**config.mk**
```make
export PLATFORM = sky130hd
export DESIGN_NAME = obb_sin
export DESIGN_NICKNAME = d
export VERILOG_FILES = /design/src/hdl/obb_pkg.sv /design/src/hdl/obb_sin.sv
export SDC_FILE = /design/constraint.sdc
export NUM_CORES = 1
export LEC_CHECK = 0
export BUFFER_PORTS_ARGS = -buffer_cell sky130_fd_sc_hd__buf_2
export CAP_MARGIN = 30
export CORE_MARGIN = 3
export CORE_UTILIZATION = 35
export DETAILED_ROUTE_END_ITERATION = 10
export PLACE_DENSITY_LB_ADDON = 0.12
export SYNTH_ARGS = -nofsm -noshare
export SYNTH_HDL_FRONTEND = slang
export SYNTH_SLANG_ARGS = --single-unit
```
**constraint.sdc**
```tcl
create_clock -name clock -period 7.78 [get_ports clock]
set_input_delay 0.778 -clock clock [delete_from_list [all_inputs] [get_ports clock]]
set_output_delay 0.778 -clock clock [all_outputs]
set_load 0.05 [all_outputs]
```
**src/hdl/obb_pkg.sv**
```systemverilog
// Shared constants, types and sine polynomial coefficients for the oriented box overlap core.
package obb_pkg;

   // Field widths
   localparam int POS_BITS   = 24;
   localparam int ANGLE_BITS = 16;
   localparam int HALF_W     = 16;
   localparam int TRIG_W     = 16;
   localparam int DEPTH_W    = 24;
   localparam int TURN_W     = 16;
   localparam int NUM_AXES   = 4;
   localparam int NUM_BOXES  = 2;

   // Pipeline depths
   localparam int SIN_STAGES  = 4;
   localparam int PROJ_STAGES = 4;

   // Sine polynomial, Q1.14
   localparam int Z_W = 15;
   localparam logic [Z_W-1:0] Z_ONE = 15'd16384;
   localparam logic [Z_W-1:0] SIN_A = 15'd25736;
   localparam logic [13:0]    SIN_B = 14'd10512;
   localparam logic [10:0]    SIN_C = 11'd1160;

   // Projection arithmetic
   localparam int UV_W         = 2 * TRIG_W + 1;
   localparam int MAG_W        = 30;
   localparam int PC_W         = POS_BITS + TRIG_W + 1;
   localparam int CENTER_SHIFT = 14;
   localparam int CTR_W        = PC_W + CENTER_SHIFT;
   localparam int EXT_W        = HALF_W + MAG_W + 1;
   localparam int PROJ_W       = CTR_W + 3;
   localparam int DEPTH_SHIFT  = 28;
   localparam logic [DEPTH_W-1:0] DEPTH_MAX = {DEPTH_W{1'b1}};

   typedef struct packed {
      logic signed [POS_BITS-1:0] cx;
      logic signed [POS_BITS-1:0] cy;
      logic [HALF_W-1:0]          hw;
      logic [HALF_W-1:0]          hh;
   } box_type;

   typedef struct packed {
      logic signed [TRIG_W-1:0] s;
      logic signed [TRIG_W-1:0] c;
   } trig_type;

   typedef struct packed {
      logic              sep;
      logic              flip;
      logic [PROJ_W-1:0] depth;
   } axis_res_type;

endpackage

```
**src/hdl/obb_sin.sv**
```systemverilog
// Four-stage fixed-point sine of a 16-bit turn, Q1.14 result.
module obb_sin (
   input  logic                              clock,
   input  logic                              en,
   input  logic [obb_pkg::TURN_W-1:0]        turn,
   output logic signed [obb_pkg::TRIG_W-1:0] sin_out
);
   import obb_pkg::*;

   logic [1:0]       quad;
   logic [13:0]      r;
   logic [Z_W-1:0]   z_in;
   logic [2*Z_W-1:0] zz;
   logic [Z_W-1:0]   z1_ff, z2_1_ff;
   logic             neg1_ff;
   logic [25:0]      mc;
   logic [Z_W-1:0]   z2_ff, z2_2_ff;
   logic [10:0]      m1_ff;
   logic             neg2_ff;
   logic [13:0]      inner;
   logic [28:0]      pz;
   logic [Z_W-1:0]   poly_in;
   logic [Z_W-1:0]   z3_ff, poly_ff;
   logic             neg3_ff;
   logic [2*Z_W-1:0] ps;
   logic signed [TRIG_W:0] mag;
   logic signed [TRIG_W-1:0] sin_ff;

   // stage 1: fold quadrant, square
   assign quad = turn[TURN_W-1 -: 2];
   assign r    = turn[13:0];
   assign z_in = quad[0] ? Z_W'(Z_ONE - {1'b0, r}) : {1'b0, r};
   assign zz   = z_in * z_in;

   always_ff @(posedge clock) begin
      if (en) begin
         z1_ff   <= z_in;
         z2_1_ff <= zz[28:14];
         neg1_ff <= quad[1];
      end
   end

   // stage 2: innermost term
   assign mc = z2_1_ff * SIN_C;

   always_ff @(posedge clock) begin
      if (en) begin
         z2_ff   <= z1_ff;
         z2_2_ff <= z2_1_ff;
         m1_ff   <= mc[24:14];
         neg2_ff <= neg1_ff;
      end
   end

   // stage 3: middle term
   assign inner   = SIN_B - {3'b0, m1_ff};
   assign pz      = z2_2_ff * inner;
   assign poly_in = SIN_A - {1'b0, pz[27:14]};

   always_ff @(posedge clock) begin
      if (en) begin
         z3_ff   <= z2_ff;
         poly_ff <= poly_in;
         neg3_ff <= neg2_ff;
      end
   end

   // stage 4: final product and sign
   assign ps  = z3_ff * poly_ff;
   assign mag = $signed({1'b0, ps[29:14]});

   always_ff @(posedge clock) begin
      if (en) begin
         sin_ff <= TRIG_W'(neg3_ff ? -mag : mag);
      end
   end

   assign sin_out = sin_ff;
endmodule

```
# Yosys cells after proc, flatten, opt, wreduce, memory -nomap -nowiden
# Cells that the tools add are included.
[word_totals]
regBits = 120
wordCells = 21
out_inout_bits = 16
input_bits = 18
[classes]
addsub = 4
muxes = 2
mul = 4
[ops]
columns = ["op", "n"]
rows = [
  ["15-bit by 15-bit multiplier with 30-bit output", 1],
  ["15-bit by 14-bit subtractor with 15-bit output, first input constant", 2],
  ["15-bit by 15-bit multiplier with 29-bit output", 1],
  ["15-bit by 14-bit multiplier with 28-bit output", 1],
  ["15-bit by 8-bit multiplier with 22-bit output, second input constant", 1],
  ["16-bit two-way mux", 1],
  ["16-bit negator", 1],
  ["15-bit two-way mux", 1],
  ["14-bit by 11-bit subtractor with 14-bit output, first input constant", 1],
]

# Depth between registers and ports, before layout
[logic_depth]
word_depth = 3
ltp_mapped = 37
ltp_nobuf = 35

# Worst setup path after synthesis
# Ideal clock, no wire load.
[synth_path]
path_kind = "input port to flip-flop"
start = "input turn[0] (netlist bit)"
end = "register z2_1_ff[14] (data pin)"
cell_stages = 28
arrival_ns = 7.954
path_buffers = 1
required_time_ns = 7.520
setup_time_ns = 0.260
setup_slack_ns = -0.434
cell_sequence = "clkbuf_1 > or3_1 > or3_1 > o31a_1 > xnor2_1 > nor2_1 > fa_1 > inv_1 > fa_1 > inv_1 > fa_1 > inv_1 > fa_1 > fa_1 > inv_1 > fa_1 > ha_1 > a21o_1 > a21oi_1 > nor2b_1 > o21ai_0 > or4b_4 > o311ai_2 > or2_1 > a31oi_1 > a211o_1 > a21oi_2 > xnor2_1"
[synth_via]
elab_chain_cells = 3
[synth_rtl]
columns = ["element", "line", "rtl"]
rows = [
  ["start, declared", "obb_sin.sv:5", "input logic [obb_pkg::TURN_W-1:0] turn,"],
  ["15-bit by 14-bit subtractor with 15-bit output", "obb_sin.sv:32", "assign z_in = quad[0] ? Z_W'(Z_ONE - {1'b0, r}) : {1'b0, r};"],
  ["15-bit two-way mux (*)", "obb_sin.sv:32", ""],
  ["15-bit by 15-bit multiplier with 29-bit output (*)", "obb_sin.sv:33", "assign zz = z_in * z_in;"],
  ["named net zz[28]", "obb_sin.sv:13", "logic [2*Z_W-1:0] zz;"],
  ["end signal, assigned", "obb_sin.sv:38", "z2_1_ff <= zz[28:14];"],
  ["end, declared", "obb_sin.sv:14", "logic [Z_W-1:0] z1_ff, z2_1_ff;"],
]
# Mark *: on every way through the listed nets, which the timed path passes. The rest lies on a longest branch.
# A chain may end at the register's enable or synchronous reset.

# Final worst setup path
[layout_path]
start = "register m1_ff[1]"
end = "register poly_ff[14] (data pin)"
[layout_via]
elab_chain_cells = 3
[layout_rtl]
columns = ["element", "line", "rtl"]
rows = [
  ["start, declared", "obb_sin.sv:18", "logic [10:0] m1_ff;"],
  ["start signal, assigned", "obb_sin.sv:50", "m1_ff <= mc[24:14];"],
  ["14-bit by 11-bit subtractor with 14-bit output", "obb_sin.sv:56", "assign inner = SIN_B - {3'b0, m1_ff};"],
  ["15-bit by 14-bit multiplier with 28-bit output", "obb_sin.sv:57", "assign pz = z2_2_ff * inner;"],
  ["15-bit by 14-bit subtractor with 15-bit output", "obb_sin.sv:58", "assign poly_in = SIN_A - {1'b0, pz[27:14]};"],
  ["named net poly_in[14]", "obb_sin.sv:22", "logic [Z_W-1:0] poly_in;"],
  ["end signal, assigned", "obb_sin.sv:63", "poly_ff <= poly_in;"],
  ["end, declared", "obb_sin.sv:23", "logic [Z_W-1:0] z3_ff, poly_ff;"],
]
# The timed path passes the listed nets, and every way through them passes these cells.

==> flow_metrics.env <==
export IMPL_io_buffer_count=33
export IMPL_final_setup_skew_ns=0.009144
export IMPL_final_setup_viol_count=0
export IMPL_synthTopCellsByArea="fa_1 (36%), ha_1 (17%), edfxtp_1 (15%), inv_1 (8.1%), nand2_1 (4.9%)"
export IMPL_synth_commonest_cells="inv_1 (532), fa_1 (447), ha_1 (325), nand2_1 (320), and2_1 (174)"
export IMPL_ioPinCount=34
export IMPL_synth_mux_area_fraction_pct=0.1626
export IMPL_place_area_sq_um=26930
export IMPL_drt_pre_antenna_iters=7
export IMPL_die_x_microns=271.3
export IMPL_max_slew_margin_pct=50.95
export IMPL_avgSynthCellArea_sq_um=9.801
export IMPL_path_max_fanout=5
export IMPL_grt_usage_pct=15.82
export IMPL_cpPeakStageDelay_ns=0.56
export IMPL_grt_ovfl_total=0
export IMPL_post_drt_wl_per_cell_microns=15.29
export IMPL_place_congestion=0.8177
export IMPL_antenna_found_initial=1
export IMPL_crit_arrival_ns=7.72
export IMPL_drive_above_1_share_pct=13.90
export IMPL_synth_edf_count=120
export IMPL_drc=0
export IMPL_hold_viol=0
export IMPL_rows=96
export IMPL_grt_setup_unrepaired="yes"
export IMPL_synthAdderAreaFrac_pct=52.84
export IMPL_synth_cell_types=73
export IMPL_ys_seq_area_share_pct=14.63
export IMPL_r2r_setup_slack_ns=0.25
export IMPL_cts_buffers=17
export IMPL_drtIter0Drc=600
export IMPL_end_kind="flop"
export IMPL_path_class="reg -> reg"
export IMPL_clk_latency_ns=0.46
export IMPL_dieArea_sq_um=73590
export IMPL_netlist_instances=2513
export IMPL_synth_xor_area_share_pct=3.972
export IMPL_hpwlAfterDp_microns=46850
export IMPL_seq_area_sq_um=3603
export IMPL_multi_input_area_sq_um=19360
export IMPL_clock_fmax_ghz=0.1328
export IMPL_yosys_area_share_simple_pct=13.36
export IMPL_worst_path_most_repeated_cell="inv_2"
export IMPL_status="completed"
export IMPL_clock_sinks=120
export IMPL_maxCapViolCount=0
export IMPL_vias=16860
export IMPL_critPathRequiredTime_ns=7.97
export IMPL_vias_per_cell=4.655
export IMPL_diodes=0
export IMPL_area_growth_pct=15.01
export IMPL_clkTransAtPathRegs_ns=0.06
export IMPL_drt_wl_total_microns=55390
export IMPL_worst_pin_slew_ns=0.7358
export IMPL_synth_compound_area_share_pct=5.562
export IMPL_synth_top_cell_area_share_pct=36.33
export IMPL_cts_tree="done"
export IMPL_synth_ff_type="edfxtp_1"
export IMPL_start_kind="flop"
export IMPL_cts_buffer_depth=2
export IMPL_grt_pass1_vias=18400
export IMPL_fillers=6906
export IMPL_grt_pass1_wl_microns=93730
export IMPL_synth_area_leader_cell="fa_1"
export IMPL_async_flop_share_pct=0
export IMPL_cp_slowest_cell="fa_1"
export IMPL_maxSlewViolCount=0
export IMPL_yosys_warnings=0
export IMPL_grt_max_degree=55
export IMPL_ant_nets=0
export IMPL_nets=3468
export IMPL_finalCritPeriodShare_pct=96.76
export IMPL_initial_core_util_pct=35.60
export IMPL_yosys_register_bits=120
export IMPL_final_cell_area_sq_um=28330
export IMPL_cts_max_level=4
export IMPL_netlist_area_sq_um=24630
export IMPL_yosysMostFrequentCell="inv_1"
export IMPL_fin_crit_ns=7.528
export IMPL_die_height_microns=271.3
export IMPL_hold_path_class="reg -> reg"
export IMPL_synth_top_family_by_area="adder cells"
export IMPL_cts_root_buf="clkbuf_16"
export IMPL_core_area_sq_um=69190
sequential cells by signal (all words and copies together) (netlist names):
register / count
sin_out: 16
poly_ff: 15
z1_ff: 15
z2_1_ff: 15
z2_2_ff: 15
z2_ff: 15
z3_ff: 15
m1_ff: 11
neg1_ff: 1
neg2_ff: 1
neg3_ff: 1
cell families after synthesis:
kind of cell               Yosys count
and+or+nand+nor                    694
muxes                                4
DFF                                120
adders and majority gates          772
buffers and inverters              618
AOI/OAI and AO/OA                  193
xor gates and xnor gates           110
other                                2
metal layers:
metal | track usage, % | vias up | share of wire, %
met4 | 2.994 | 0 | 1.2
met1 | 21.17 | 8563 | 47
li1 | - | 8124 | -
met3 | 2.510 | 41 | 2.3
met2 | 27.26 | 131 | 50
met5 | 0 | - | 0
final timing paths:
| path | from | endpoint | cells past startpoint |
|---|---|---|---|
| setup / recovery | m1_ff[1] | poly_ff[14] | 34 |
| hold / removal | z1_ff[4] | z2_ff[4] | 0 |
| setup reg to reg | m1_ff[1] | poly_ff[14] | 34 |
| hold reg to reg | z1_ff[4] | z2_ff[4] | 0 |
worst max-delay path, delay by kind of cell (launching register included):
kind                     cells  cell delay (ns)
AND/OR/NAND/NOR              8             1.12
XOR/XNOR                     2             0.32
flip-flops                   1             0.40
buffers and inverters        7             0.35
adder cells (fa/ha/maj)      9             3.47
AO/OA/AOI/OAI                8             1.57
cell type report:
| cell class | count | share of cell area, % |
|---|---|---|
| clock inverter | 13 | 0.4284 |
| clock buffer | 19 | 1.528 |
| inverter | 538 | 7.146 |
| timing repair buffer | 218 | 5.720 |
| sequential | 120 | 12.72 |
| tap | 931 | 4.112 |
| multi-input combinational | 1783 | 68.35 |
timing repair:
| action | CTS | global route |
|---|---|---|
| hold endpoints to repair | 0 | 0 |
| endpoints found under the setup margin | 2 | 14 |
| hold buffers | 0 | 0 |
| setup buffers | 0 | 33 |
| pin swaps | 0 | 86 |
| gates resized for setup | 2 | 129 |
cell usage in the layout (no fill, tap or decap), types with 7 or more instances in the layout:
cell type / n
nand2_2: 8
nand3_1: 11
nor3_1: 16
o21a_1: 12
conb_1: 10
ha_1: 314
clkinv_1: 7
ha_4: 8
nand2b_1: 12
a21o_1: 11
o31ai_1: 7
nor2_2: 8
clkbuf_16: 17
nand2_1: 311
edfxtp_1: 120
fa_1: 444
xnor2_1: 58
nor2_1: 85
nand4_1: 8
a21oi_1: 43
o21ai_1: 10
nor2b_1: 8
and2_1: 174
xor2_1: 40
buf_4: 171
a211oi_1: 7
inv_1: 519
inv_2: 11
o21ai_0: 21
a21oi_2: 9
buf_6: 13
buf_2: 32
stage by stage:
stage          utilization, %  worst slack [ns]  setup TNS [ns]  hold WS [ns]  cells
3_5_place_dp            38.92           -0.4620          -2.524        0.4045   3557
4_1_cts                 39.75          0.002199               0        0.4141   3589
5_1_grt                 40.95           -0.1443         -0.3095        0.4240   3622
6_report                40.95            0.2517               0        0.4095   3622
3_3_place_gp            38.92           -0.4181          -1.980        0.4009   3557
2_1_floorplan               -           -0.1143         -0.1666        0.4003   2521
Power is left out: the tool's default activity adds up to more than one toggle a clock period on the data nets, which glitch-free logic cannot reach.
