**src/hdl/obb_pkg.sv**
```systemverilog
// Shared constants, types and sine polynomial coefficients for the oriented box overlap core.
package obb_pkg;

   // Field widths
   localparam int POS_BITS   = 24;
   localparam int ANGLE_BITS = 16;
   localparam int HALF_W     = 16;
   localparam int TRIG_W     = 16;
   localparam int DEPTH_W    = 24;
   localparam int TURN_W     = 16;
   localparam int NUM_AXES   = 4;
   localparam int NUM_BOXES  = 2;

   // Pipeline depths
   localparam int SIN_STAGES  = 4;
   localparam int PROJ_STAGES = 4;

   // Sine polynomial, Q1.14
   localparam int Z_W = 15;
   localparam logic [Z_W-1:0] Z_ONE = 15'd16384;
   localparam logic [Z_W-1:0] SIN_A = 15'd25736;
   localparam logic [13:0]    SIN_B = 14'd10512;
   localparam logic [10:0]    SIN_C = 11'd1160;

   // Projection arithmetic
   localparam int UV_W         = 2 * TRIG_W + 1;
   localparam int MAG_W        = 30;
   localparam int PC_W         = POS_BITS + TRIG_W + 1;
   localparam int CENTER_SHIFT = 14;
   localparam int CTR_W        = PC_W + CENTER_SHIFT;
   localparam int EXT_W        = HALF_W + MAG_W + 1;
   localparam int PROJ_W       = CTR_W + 3;
   localparam int DEPTH_SHIFT  = 28;
   localparam logic [DEPTH_W-1:0] DEPTH_MAX = {DEPTH_W{1'b1}};

   typedef struct packed {
      logic signed [POS_BITS-1:0] cx;
      logic signed [POS_BITS-1:0] cy;
      logic [HALF_W-1:0]          hw;
      logic [HALF_W-1:0]          hh;
   } box_type;

   typedef struct packed {
      logic signed [TRIG_W-1:0] s;
      logic signed [TRIG_W-1:0] c;
   } trig_type;

   typedef struct packed {
      logic              sep;
      logic              flip;
      logic [PROJ_W-1:0] depth;
   } axis_res_type;

endpackage

```
**src/hdl/obb_select.sv**
```systemverilog
// Least-depth axis pick, normal orientation, depth saturation and output register.
module obb_select (
   input  logic                              clock,
   input  logic                              reset,
   input  logic                              en,
   input  logic                              in_valid,
   input  obb_pkg::axis_res_type             res [obb_pkg::NUM_AXES],
   input  logic signed [obb_pkg::TRIG_W-1:0] ax [obb_pkg::NUM_AXES],
   input  logic signed [obb_pkg::TRIG_W-1:0] ay [obb_pkg::NUM_AXES],
   output logic                              out_valid,
   output logic                              collides,
   output logic signed [obb_pkg::TRIG_W-1:0] normal_x,
   output logic signed [obb_pkg::TRIG_W-1:0] normal_y,
   output logic [obb_pkg::DEPTH_W-1:0]       depth
);
   import obb_pkg::*;

   logic                     any_sep;
   logic [PROJ_W-1:0]        best;
   logic                     best_flip;
   logic signed [TRIG_W-1:0] bx, by;
   logic [PROJ_W-DEPTH_SHIFT-1:0] dsh;
   logic                     hit_in;
   logic signed [TRIG_W-1:0] nx_in, ny_in;
   logic [DEPTH_W-1:0]       d_in;
   logic                     valid_ff;
   logic                     hit_ff;
   logic signed [TRIG_W-1:0] nx_ff, ny_ff;
   logic [DEPTH_W-1:0]       d_ff;

   // first axis wins ties
   always_comb begin
      any_sep   = 1'b0;
      best      = res[0].depth;
      best_flip = res[0].flip;
      bx        = ax[0];
      by        = ay[0];
      for (int k = 0; k < NUM_AXES; k++) begin
         any_sep = any_sep | res[k].sep;
      end
      for (int k = 1; k < NUM_AXES; k++) begin
         if (res[k].depth < best) begin
            best      = res[k].depth;
            best_flip = res[k].flip;
            bx        = ax[k];
            by        = ay[k];
         end
      end
      dsh    = best[PROJ_W-1:DEPTH_SHIFT];
      hit_in = !any_sep;
      nx_in  = hit_in ? (best_flip ? -bx : bx) : '0;
      ny_in  = hit_in ? (best_flip ? -by : by) : '0;
      if (!hit_in) begin
         d_in = '0;
      end else if (|dsh[PROJ_W-DEPTH_SHIFT-1:DEPTH_W]) begin
         d_in = DEPTH_MAX;
      end else begin
         d_in = dsh[DEPTH_W-1:0];
      end
   end

   // output beat register
   always_ff @(posedge clock) begin
      if (reset) begin
         valid_ff <= 1'b0;
      end else if (en) begin
         valid_ff <= in_valid;
      end
   end

   always_ff @(posedge clock) begin
      if (en) begin
         hit_ff <= hit_in;
         nx_ff  <= nx_in;
         ny_ff  <= ny_in;
         d_ff   <= d_in;
      end
   end

   assign out_valid = valid_ff;
   assign collides  = hit_ff;
   assign normal_x  = nx_ff;
   assign normal_y  = ny_ff;
   assign depth     = d_ff;
endmodule
```
**config.mk**
```make
export PLATFORM = sky130hd
export DESIGN_NAME = obb_select
export DESIGN_NICKNAME = d
export VERILOG_FILES = /design/src/hdl/obb_pkg.sv /design/src/hdl/obb_select.sv
export SDC_FILE = /design/constraint.sdc
export NUM_CORES = 1
export LEC_CHECK = 0
export BUFFER_PORTS_ARGS = -buffer_cell sky130_fd_sc_hd__buf_2
export CORE_AREA = 2 2 169 171
export CTS_CLUSTER_DIAMETER = 30
export DETAILED_ROUTE_END_ITERATION = 6
export DIE_AREA = 0 0 171 173
export PLACE_DENSITY = 0.62
export RECOVER_POWER = 25
export REMOVE_ABC_BUFFERS = 1
export SYNTH_ARGS = -nofsm -noshare
export SYNTH_HDL_FRONTEND = slang
export SYNTH_SLANG_ARGS = --single-unit
export TNS_END_PERCENT = 5
```
**constraint.sdc**
```tcl
create_clock -name clock -period 12.55 [get_ports clock]
set_input_delay 1.8825 -clock clock [delete_from_list [all_inputs] [get_ports clock]]
set_output_delay 1.8825 -clock clock [all_outputs]
set_load 0.01 [all_outputs]
```
# --- Word-level counts from Yosys, hierarchy flattened ---
# Cells that the tools add are included.
word_totals:
  inputBits: 372
  word_cells: 30
  out_inout_bits: 58
  reg_bits: 58
op_classes:
  bitwise_logic: 3
  n_lt_le_gt_ge: 3
  addsub: 2
  reduce_logical: 2
  muxes: 15
ops:
  columns: ["operator", "count"]
  rows:
  - ["58-bit < comparator", 3]
  - ["58-bit 2-to-1 mux", 3]
  - ["16-bit 2-to-1 mux", 8]
  - ["16-bit negator", 2]
  - ["24-bit 2-to-1 mux", 1]
  - ["6-bit OR reduction", 1]
  - ["1-bit 2-to-1 mux", 3]
  - ["1-bit bitwise OR", 3]
  - ["1-bit logical NOT", 1]

# --- Depth between registers and ports, before layout ---
# Gate-level depths: netlist (run 1).
logic_depth:
  depth_word: 8
  mapped_depth: 47
  ltp_nobuf: 36

# --- Worst setup path after synthesis (run 1) ---
# No wires, ideal clock.
synth_path:
  path_type: "input -> register"
  startpoint: "input res[205] (netlist name)"
  endpoint: "register nx_ff[14], in the netlist normal_x[14] (data pin)"
  stages: 45
  path_buffers: 11
  t_required_ps: 12284
  slack_ps: 1492
  arrival_time_ps: 10792
  cell_sequence: "inv_1 > ha_1 > nand4_2 > nor4_2 > nor3b_2 > a31oi_1 > a211o_1 > nand2_1 > buf_4 > buf_2 > buf_2 > buf_2 > buf_2 > mux2i_1 > ha_1 > and4_1 > nand3_1 > or4_1 > (+9 left out) > nand4_1 > nor3_1 > o21ai_0 > a31oi_1 > a21oi_1 > nor3_1 > o41ai_1 > o2111a_1 > nand2_4 > buf_4 > buf_2 > mux2i_1 > ha_1 > nand4b_1 > mux2i_1 > a21oi_1 > xor2_1 > nor2_1"
synth_between:
  elab_chain_len: 8
synth_lines:
  columns: ["item", "line_no", "rtl"]
  rows:
  - ["start, declared", "obb_select.sv:7", "input obb_pkg::axis_res_type res [obb_pkg::NUM_AXES],"]
  - ["58-bit < comparator", "obb_select.sv:42", "if (res[k].depth < best) begin"]
  - ["58-bit 2-to-1 mux", "obb_select.sv:42", null]
  - ["58-bit < comparator", "obb_select.sv:42", null]
  - ["58-bit 2-to-1 mux", "obb_select.sv:42", null]
  - ["58-bit < comparator", "obb_select.sv:42", null]
  - ["16-bit 2-to-1 mux", "obb_select.sv:42", null]
  - ["16-bit negator", "obb_select.sv:51", "nx_in = hit_in ? (best_flip ? -bx : bx) : '0;"]
  - ["16-bit 2-to-1 mux *", "obb_select.sv:51", null]
  - ["end signal, assigned", "obb_select.sv:74", "nx_ff <= nx_in;"]
  - ["end, declared", "obb_select.sv:28", "logic signed [TRIG_W-1:0] nx_ff, ny_ff;"]
# Mark *: on every way between the ends. The rest lies on a longest branch, timed or not.
# A chain may end at the register's enable or synchronous reset.

# --- Worst setup path after layout (run 1) ---
layout_path:
  startpoint: "input res[237] (netlist name)"
  endpoint: "register nx_ff[14], in the netlist normal_x[14] (data pin)"
# The elaborated chain is that of the path after synthesis.

==> results of run 1 <==
-- power groups by stage --
stage	clock, mW	sequential, mW	combinational [mW]
floorplan	0	0.243	0.467
global placement	0	0.236	0.690
detailed placement	0	0.236	0.699
CTS	0.253	0.232	0.702
global route	0.259	0.234	0.789
finish	0.249	0.233	0.708
-- worst register-to-register path: cells and delay by family (launching register included) --
family / cells / cell delay, ns
flip-flops: 1 / 0.33
AND/OR/NAND/NOR: 1 / 0.17
multiplexers: 1 / 0.07
-- synthesized netlist by cell type, types with 7 or more instances --
| library cell | number |
|---|---|
| xnor2_1 | 12 |
| o21ai_0 | 149 |
| mux2i_1 | 118 |
| o21a_1 | 8 |
| inv_1 | 65 |
| ha_1 | 173 |
| buf_2 | 26 |
| a21o_1 | 32 |
| nor4_1 | 11 |
| o31ai_1 | 11 |
| xor2_1 | 18 |
| nor2_1 | 85 |
| edfxtp_1 | 57 |
| nand4_1 | 31 |
| mux2_2 | 17 |
| nand2_1 | 150 |
| nor3_1 | 33 |
| a211oi_1 | 21 |
| nand3_1 | 19 |
| a31oi_1 | 13 |
| a21oi_1 | 89 |
| or3_1 | 7 |
| or4_1 | 10 |
| clkbuf_1 | 17 |
-- state kept, by name, summed over array words and instances (netlist names) --
register   count
depth         24
normal_x      16
normal_y      16
collides       1
out_valid      1
-- kinds of logic (layout without fill, tap and decap cells) --
family	Yosys count	after routing	synth area share [%]
other cells	0	11	0
compound gates	378	378	23.16
simple gates	373	374	17.12
flops	58	58	17.06
mux	135	135	13.52
fa+ha+maj	173	173	21.33
buf+inv	119	523	5.214
xor+xnor	30	30	2.589
-- worst paths after layout --
kind	startpoint	endpoint	slack [ns]	cells after the start
min reg2reg	out_valid$_SDFFE_PP0P_	out_valid$_SDFFE_PP0P_	0.50	2
max reg2reg	out_valid$_SDFFE_PP0P_	out_valid$_SDFFE_PP0P_	11.92	2
min	out_valid$_SDFFE_PP0P_	out_valid$_SDFFE_PP0P_	0.50	2
max	res[237]	normal_x[14]$_SDFFCE_PN0P_	1.0	39
-- area by class of cell --
cell class / instances / area (µm²) / area share, %
antenna: 11 / 27.53 / 0.2127
clock buffer: 10 / 229.0 / 1.769
clock inverter: 6 / 57.56 / 0.4447
inverter: 65 / 244.0 / 1.885
multi-input combinational: 1090 / 7928 / 61.25
sequential: 58 / 1732 / 13.38
tap: 378 / 473.0 / 3.654
timing repair buffer: 442 / 2252 / 17.40
-- timing repair --
item,CTS,global route
resized for setup,0,1
endpoints found under the setup margin,0,2
buffers inserted,0,0
-- layer usage --
layer  share of wire [%]  wire length [µm]  up-vias  global-route usage [%]
met5                0.12                51        -                       0
met4                 3.3              1357        8                   10.38
met2                  49             20280      483                   47.41
li1                    -                 -     5572                       -
met3                 7.8              3270       80                   5.905
met1                  40             16700     5226                   31.79
==> flow_metrics.env, run 1 <==
export IMPL_final_area_um2=12940
export IMPL_p_leak_nw=6.322
export IMPL_die_y_um=173
export IMPL_layout_nets=2211
export IMPL_swShare_pct=43.73
export IMPL_path_delay_family="simple AND/OR/NAND/NOR gates"
export IMPL_finalCoreUtilization_pct=46.84
export IMPL_synth_edf_count=57
export IMPL_syn2layout_area_growth_pct=27.51
export IMPL_grt_overflow=0
export IMPL_antenna_left=0
export IMPL_setup_viol=0
export IMPL_worst_pin_slew_ns=3.498
export IMPL_initial_utilization_pct=36.74
export IMPL_arrival_ns=11.62
export IMPL_cts_made_buffers=9
export IMPL_grt_pass1_wl_um=61490
export IMPL_nFillCells=2827
export IMPL_rsz0062_at_grt="no"
export IMPL_clk_pin_slew_worst_paths_ns=0.06
export IMPL_num_rows=61
export IMPL_final_min_clock_period_ns=11.55
export IMPL_layout_setup_ws_ns=0.9972
export IMPL_dpl_cell_area_um2=12620
export IMPL_core_um2=27630
export IMPL_status="complete, but fails checks"
export IMPL_gp_congestion=0.9509
export IMPL_clk_path_buf_depth=2
export IMPL_instances_no_fill=2060
export IMPL_max_slew_margin_pct=-133.2
export IMPL_maxCapViolations=1
export IMPL_ios=430
export IMPL_place_ws_ns=0.4678
export IMPL_holdWs_ns=0.4974
export IMPL_routedWlPerCell_um=20.22
export IMPL_drt_iter0_markers=753
export IMPL_seqPwrFrac_pct=19.6
export IMPL_place_inst=2032
export IMPL_dp_hpwl_um=35020
export IMPL_violations="capacitance limit, slew limit"
export IMPL_cp_slowest_cell="nor4_1"
export IMPL_path_max_fanout=50
export IMPL_ys_ff_latch=58
export IMPL_yosysUniqueCellTypes=74
export IMPL_yosys_top_cells_area="ha_1, edfxtp_1, mux2i_1"
export IMPL_layout_common_cells="buf_2, ha_1, nand2_1, o21ai_0, mux2i_1"
export IMPL_power_density_nw_per_um2=91.96
export IMPL_tns_ns=0
export IMPL_max_stage_delay_ns=0.59
export IMPL_synth_top_cell_area_share_pct=21.33
export IMPL_clkPwrFrac_pct=20.9
export IMPL_wl_um=41660
export IMPL_hold_class="reg -> reg"
export IMPL_vias_per_cell=5.519
export IMPL_end_kind="flip-flop"
export IMPL_yosys_warnings=0
export IMPL_syn_area_um2=10150
export IMPL_grtUsageTotal_pct=27.01
export IMPL_layout_commonest_cell="buf_2"
export IMPL_worstPathRequired_ns=12.61
export IMPL_max_freq_ghz=0.08656
export IMPL_antenna_found_initial=16
export IMPL_htreeDepth=3
export IMPL_p_int_mw=0.6696
export IMPL_fin_skew_ns=0
export IMPL_netlist_top_cell_by_area="ha_1"
export IMPL_crit_type="in -> reg"
export IMPL_clock_sinks=58
export IMPL_vias=11370
export IMPL_slew_violations=59
export IMPL_switchingPower_mw=0.5205
export IMPL_final_hold_violation_count=0
export IMPL_async_reset_ff_share_pct=0
export IMPL_p_comb_share_pct=59.5
export IMPL_ys_flop_type="edfxtp_1"
export IMPL_die_width_um=171
export IMPL_drive_gt1_share_pct=29.98
export IMPL_crit_buf_inv=6
export IMPL_cts_root_buffer="clkbuf_16"
export IMPL_hold_buffers=0
export IMPL_die_area_um2=29580
export IMPL_dr_pass1_iters=5
export IMPL_peakVddDrop_mv=0.06940
export IMPL_drc_errors=0
export IMPL_grt_max_degree=95
export IMPL_worstSetupStartpointType="input pin"
export IMPL_yosysSeqAreaShare_pct=17.06
export IMPL_syn_avg_cell_area_um2=8.017
export IMPL_post_route_period_util_pct=92.05
export IMPL_cts_tree="yes"
export IMPL_netlist_instances=1266
export IMPL_clk_latency_ns=0.33
export IMPL_grt_pass1_vias=11210
export IMPL_port_buffers=429
export IMPL_total_power_mw=1.190
Note: power is estimated with default switching activity, not from simulation.
==> run 2, diff against run 1 <==
--- a/config.mk
+++ b/config.mk
@@ -5,12 +5,13 @@
 export SDC_FILE = /design/constraint.sdc
 export NUM_CORES = 1
 export LEC_CHECK = 0
+export ABC_AREA = 1
 export BUFFER_PORTS_ARGS = -buffer_cell sky130_fd_sc_hd__buf_2
 export CORE_AREA = 2 2 169 171
 export CTS_CLUSTER_DIAMETER = 30
 export DETAILED_ROUTE_END_ITERATION = 6
 export DIE_AREA = 0 0 171 173
-export PLACE_DENSITY = 0.62
+export PLACE_DENSITY = 0.6
 export RECOVER_POWER = 25
 export REMOVE_ABC_BUFFERS = 1
 export SYNTH_ARGS = -nofsm -noshare
==> run 2 against run 1 <==
The run still ends with capacitance limit, slew limit left. Synthesized area is 5.1% lower. Setup slack better by 0.51 ns. Largest power group unchanged. Highest routed layer unchanged. Critical endpoint is now normal_y[12]$_SDFFCE_PN0P_. Die area stayed put. Fmax is 4.7% higher. Via count is 1.4% lower. Count of clock-buffer cells in the layout is 4 higher.
==> flow_metrics.env, run 2 <==
export IMPL_die_width_um=171
export IMPL_drive_gt1_share_pct=25.25
export IMPL_peakVddDrop_mv=0.05652
export IMPL_netlist_top_cell_by_area="ha_1"
export IMPL_core_um2=27630
export IMPL_htreeDepth=3
export IMPL_layout_setup_ws_ns=1.512
export IMPL_layout_nets=2413
export IMPL_dr_pass1_iters=5
export IMPL_clk_latency_ns=0.33
export IMPL_syn2layout_area_growth_pct=28.43
export IMPL_place_ws_ns=1.218
export IMPL_vias=11210
export IMPL_vias_per_cell=4.969
export IMPL_clk_pin_slew_worst_paths_ns=0.05
export IMPL_cp_slowest_cell="o21ai_1"
export IMPL_post_route_period_util_pct=87.96
export IMPL_grt_overflow=0
export IMPL_ys_flop_type="edfxtp_1"
export IMPL_gp_congestion=0.9130
export IMPL_num_rows=61
export IMPL_cts_resized=0
export IMPL_antenna_left=0
export IMPL_dp_hpwl_um=29280
export IMPL_worstPathRequired_ns=12.63
export IMPL_total_power_mw=1.223
export IMPL_setup_viol=0
export IMPL_grtUsageTotal_pct=22.60
export IMPL_final_min_clock_period_ns=11.04
export IMPL_syn_avg_cell_area_um2=6.492
export IMPL_final_hold_violation_count=0
export IMPL_tns_ns=0
export IMPL_die_y_um=173
export IMPL_maxCapViolations=1
export IMPL_yosysMostFrequentCell="nand2_1"
export IMPL_async_reset_ff_share_pct=0
export IMPL_worstSetupStartpointType="input pin"
export IMPL_syn_area_um2=9628
export IMPL_grt_pass1_vias=10460
export IMPL_yosysSeqAreaShare_pct=17.99
export IMPL_cts_tree="yes"
export IMPL_layout_commonest_cell="nand2_1"
export IMPL_p_leak_nw=6.408
export IMPL_post_cts_setup_buffer_count=0
export IMPL_max_freq_ghz=0.09059
export IMPL_crit_top_cell="nand2_1"
export IMPL_ios=430
export IMPL_initial_utilization_pct=34.85
export IMPL_synth_common_cells="nand2_1, o21ai_0, ha_1"
export IMPL_cts_made_buffers=9
export IMPL_end_kind="flip-flop"
export IMPL_holdPathStages=2
export IMPL_arrival_ns=11.12
export IMPL_die_area_um2=29580
export IMPL_grt_pass1_wl_um=53160
export IMPL_nFillCells=2997
export IMPL_antenna_found_initial=10
export IMPL_power_density_nw_per_um2=98.89
export IMPL_slew_violations=55
export IMPL_ys_ff_latch=58
export IMPL_worst_pin_slew_ns=3.158
export IMPL_wl_um=34950
export IMPL_yosysUniqueCellTypes=43
export IMPL_max_stage_delay_ns=0.81
export IMPL_synth_top_cell_area_share_pct=22.48
export IMPL_clock_sinks=58
export IMPL_hold_class="reg -> reg"
export IMPL_path_max_fanout=103
export IMPL_holdWs_ns=0.5052
export IMPL_rsz0062_at_grt="no"
export IMPL_finalCoreUtilization_pct=44.76
export IMPL_cts_root_buffer="clkbuf_16"
export IMPL_max_slew_margin_pct=-110.5
export IMPL_drc_errors=0
export IMPL_routedWlPerCell_um=15.49
export IMPL_clk_path_buf_depth=2
export IMPL_crit_type="in -> reg"
export IMPL_layout_common_cells="nand2_1, buf_2, o21ai_0"
export IMPL_synth_edf_count=57
export IMPL_netlist_instances=1483
export IMPL_largest_reg_flops=24
export IMPL_fin_skew_ns=0
export IMPL_grt_max_degree=104
export IMPL_yosys_top_cells_area="ha_1, edfxtp_1, nand2_1"
export IMPL_status="complete, but fails checks"
export IMPL_hold_buffers=0
export IMPL_port_buffers=429
export IMPL_r2r_cells=2
export IMPL_violations="capacitance limit, slew limit"
export IMPL_drt_iter0_markers=537
export IMPL_yosys_warnings=0
-- run 2: cell families after synthesis --
kind of cell	Yosys count	share of synthesized area [%]
flip-flops	58	17.99
multiplexers	13	1.507
adder cells (fa/ha/maj)	173	22.48
AO/OA/AOI/OAI	369	20.68
AND/OR/NAND/NOR	668	29.10
buffers and inverters	202	8.252
-- run 2: metal layers --
layer	share of wire (%)	GRT usage (%)	up-vias
li1	-	-	5867
met5	0.13	0	-
met3	6.2	4.440	50
met1	42	26.83	4932
met4	2.1	5.862	8
met2	49	41.13	357
-- run 2: cell type report --
type / instances / area (µm²) / area share (%)
diodes: 6 / 15.01 / 0.1214
clock buffers: 14 / 274.0 / 2.216
clock inverters: 2 / 35.03 / 0.2833
inverters: 138 / 518.0 / 4.189
multi-input cells: 1223 / 7132 / 57.67
flip-flops and latches: 58 / 1732 / 14.00
well taps: 378 / 473.0 / 3.825
repair buffers: 438 / 2187 / 17.69
-- run 2: through the flow --
stage	area [µm²]	cells
after CTS	12380	2251
after global placement	12070	2235
after detailed placement	12070	2235
after global routing	12360	2256
final	12370	2257
after floorplan	9351	1419
-- run 2: path summary, 6_finish.rpt --
kind	startpoint	slack, ns	endpoint
max	res[197]	1.51	normal_y[12]$_SDFFCE_PN0P_
max reg2reg	out_valid$_SDFFE_PP0P_	11.97	out_valid$_SDFFE_PP0P_
min	out_valid$_SDFFE_PP0P_	0.51	out_valid$_SDFFE_PP0P_
min reg2reg	out_valid$_SDFFE_PP0P_	0.51	out_valid$_SDFFE_PP0P_
-- run 2: critical path, delay by kind of cell --
| family | cells | cell delay, ns |
|---|---|---|
| buffers and inverters | 5 | 1.69 |
| AOI/OAI and AO/OA | 6 | 1.77 |
| adders and majority gates | 3 | 0.96 |
| and+or+nand+nor | 26 | 4.68 |
-- run 2: report_power, final --
part / switching, mW / leakage [nW] / internal [mW] / total (mW)
registers: 0.00449 / 0.551 / 0.229 / 0.233
clock network: 0.0874 / 0.153 / 0.170 / 0.257
logic: 0.473 / 5.70 / 0.260 / 0.733
total: 0.565 / 6.41 / 0.658 / 1.22
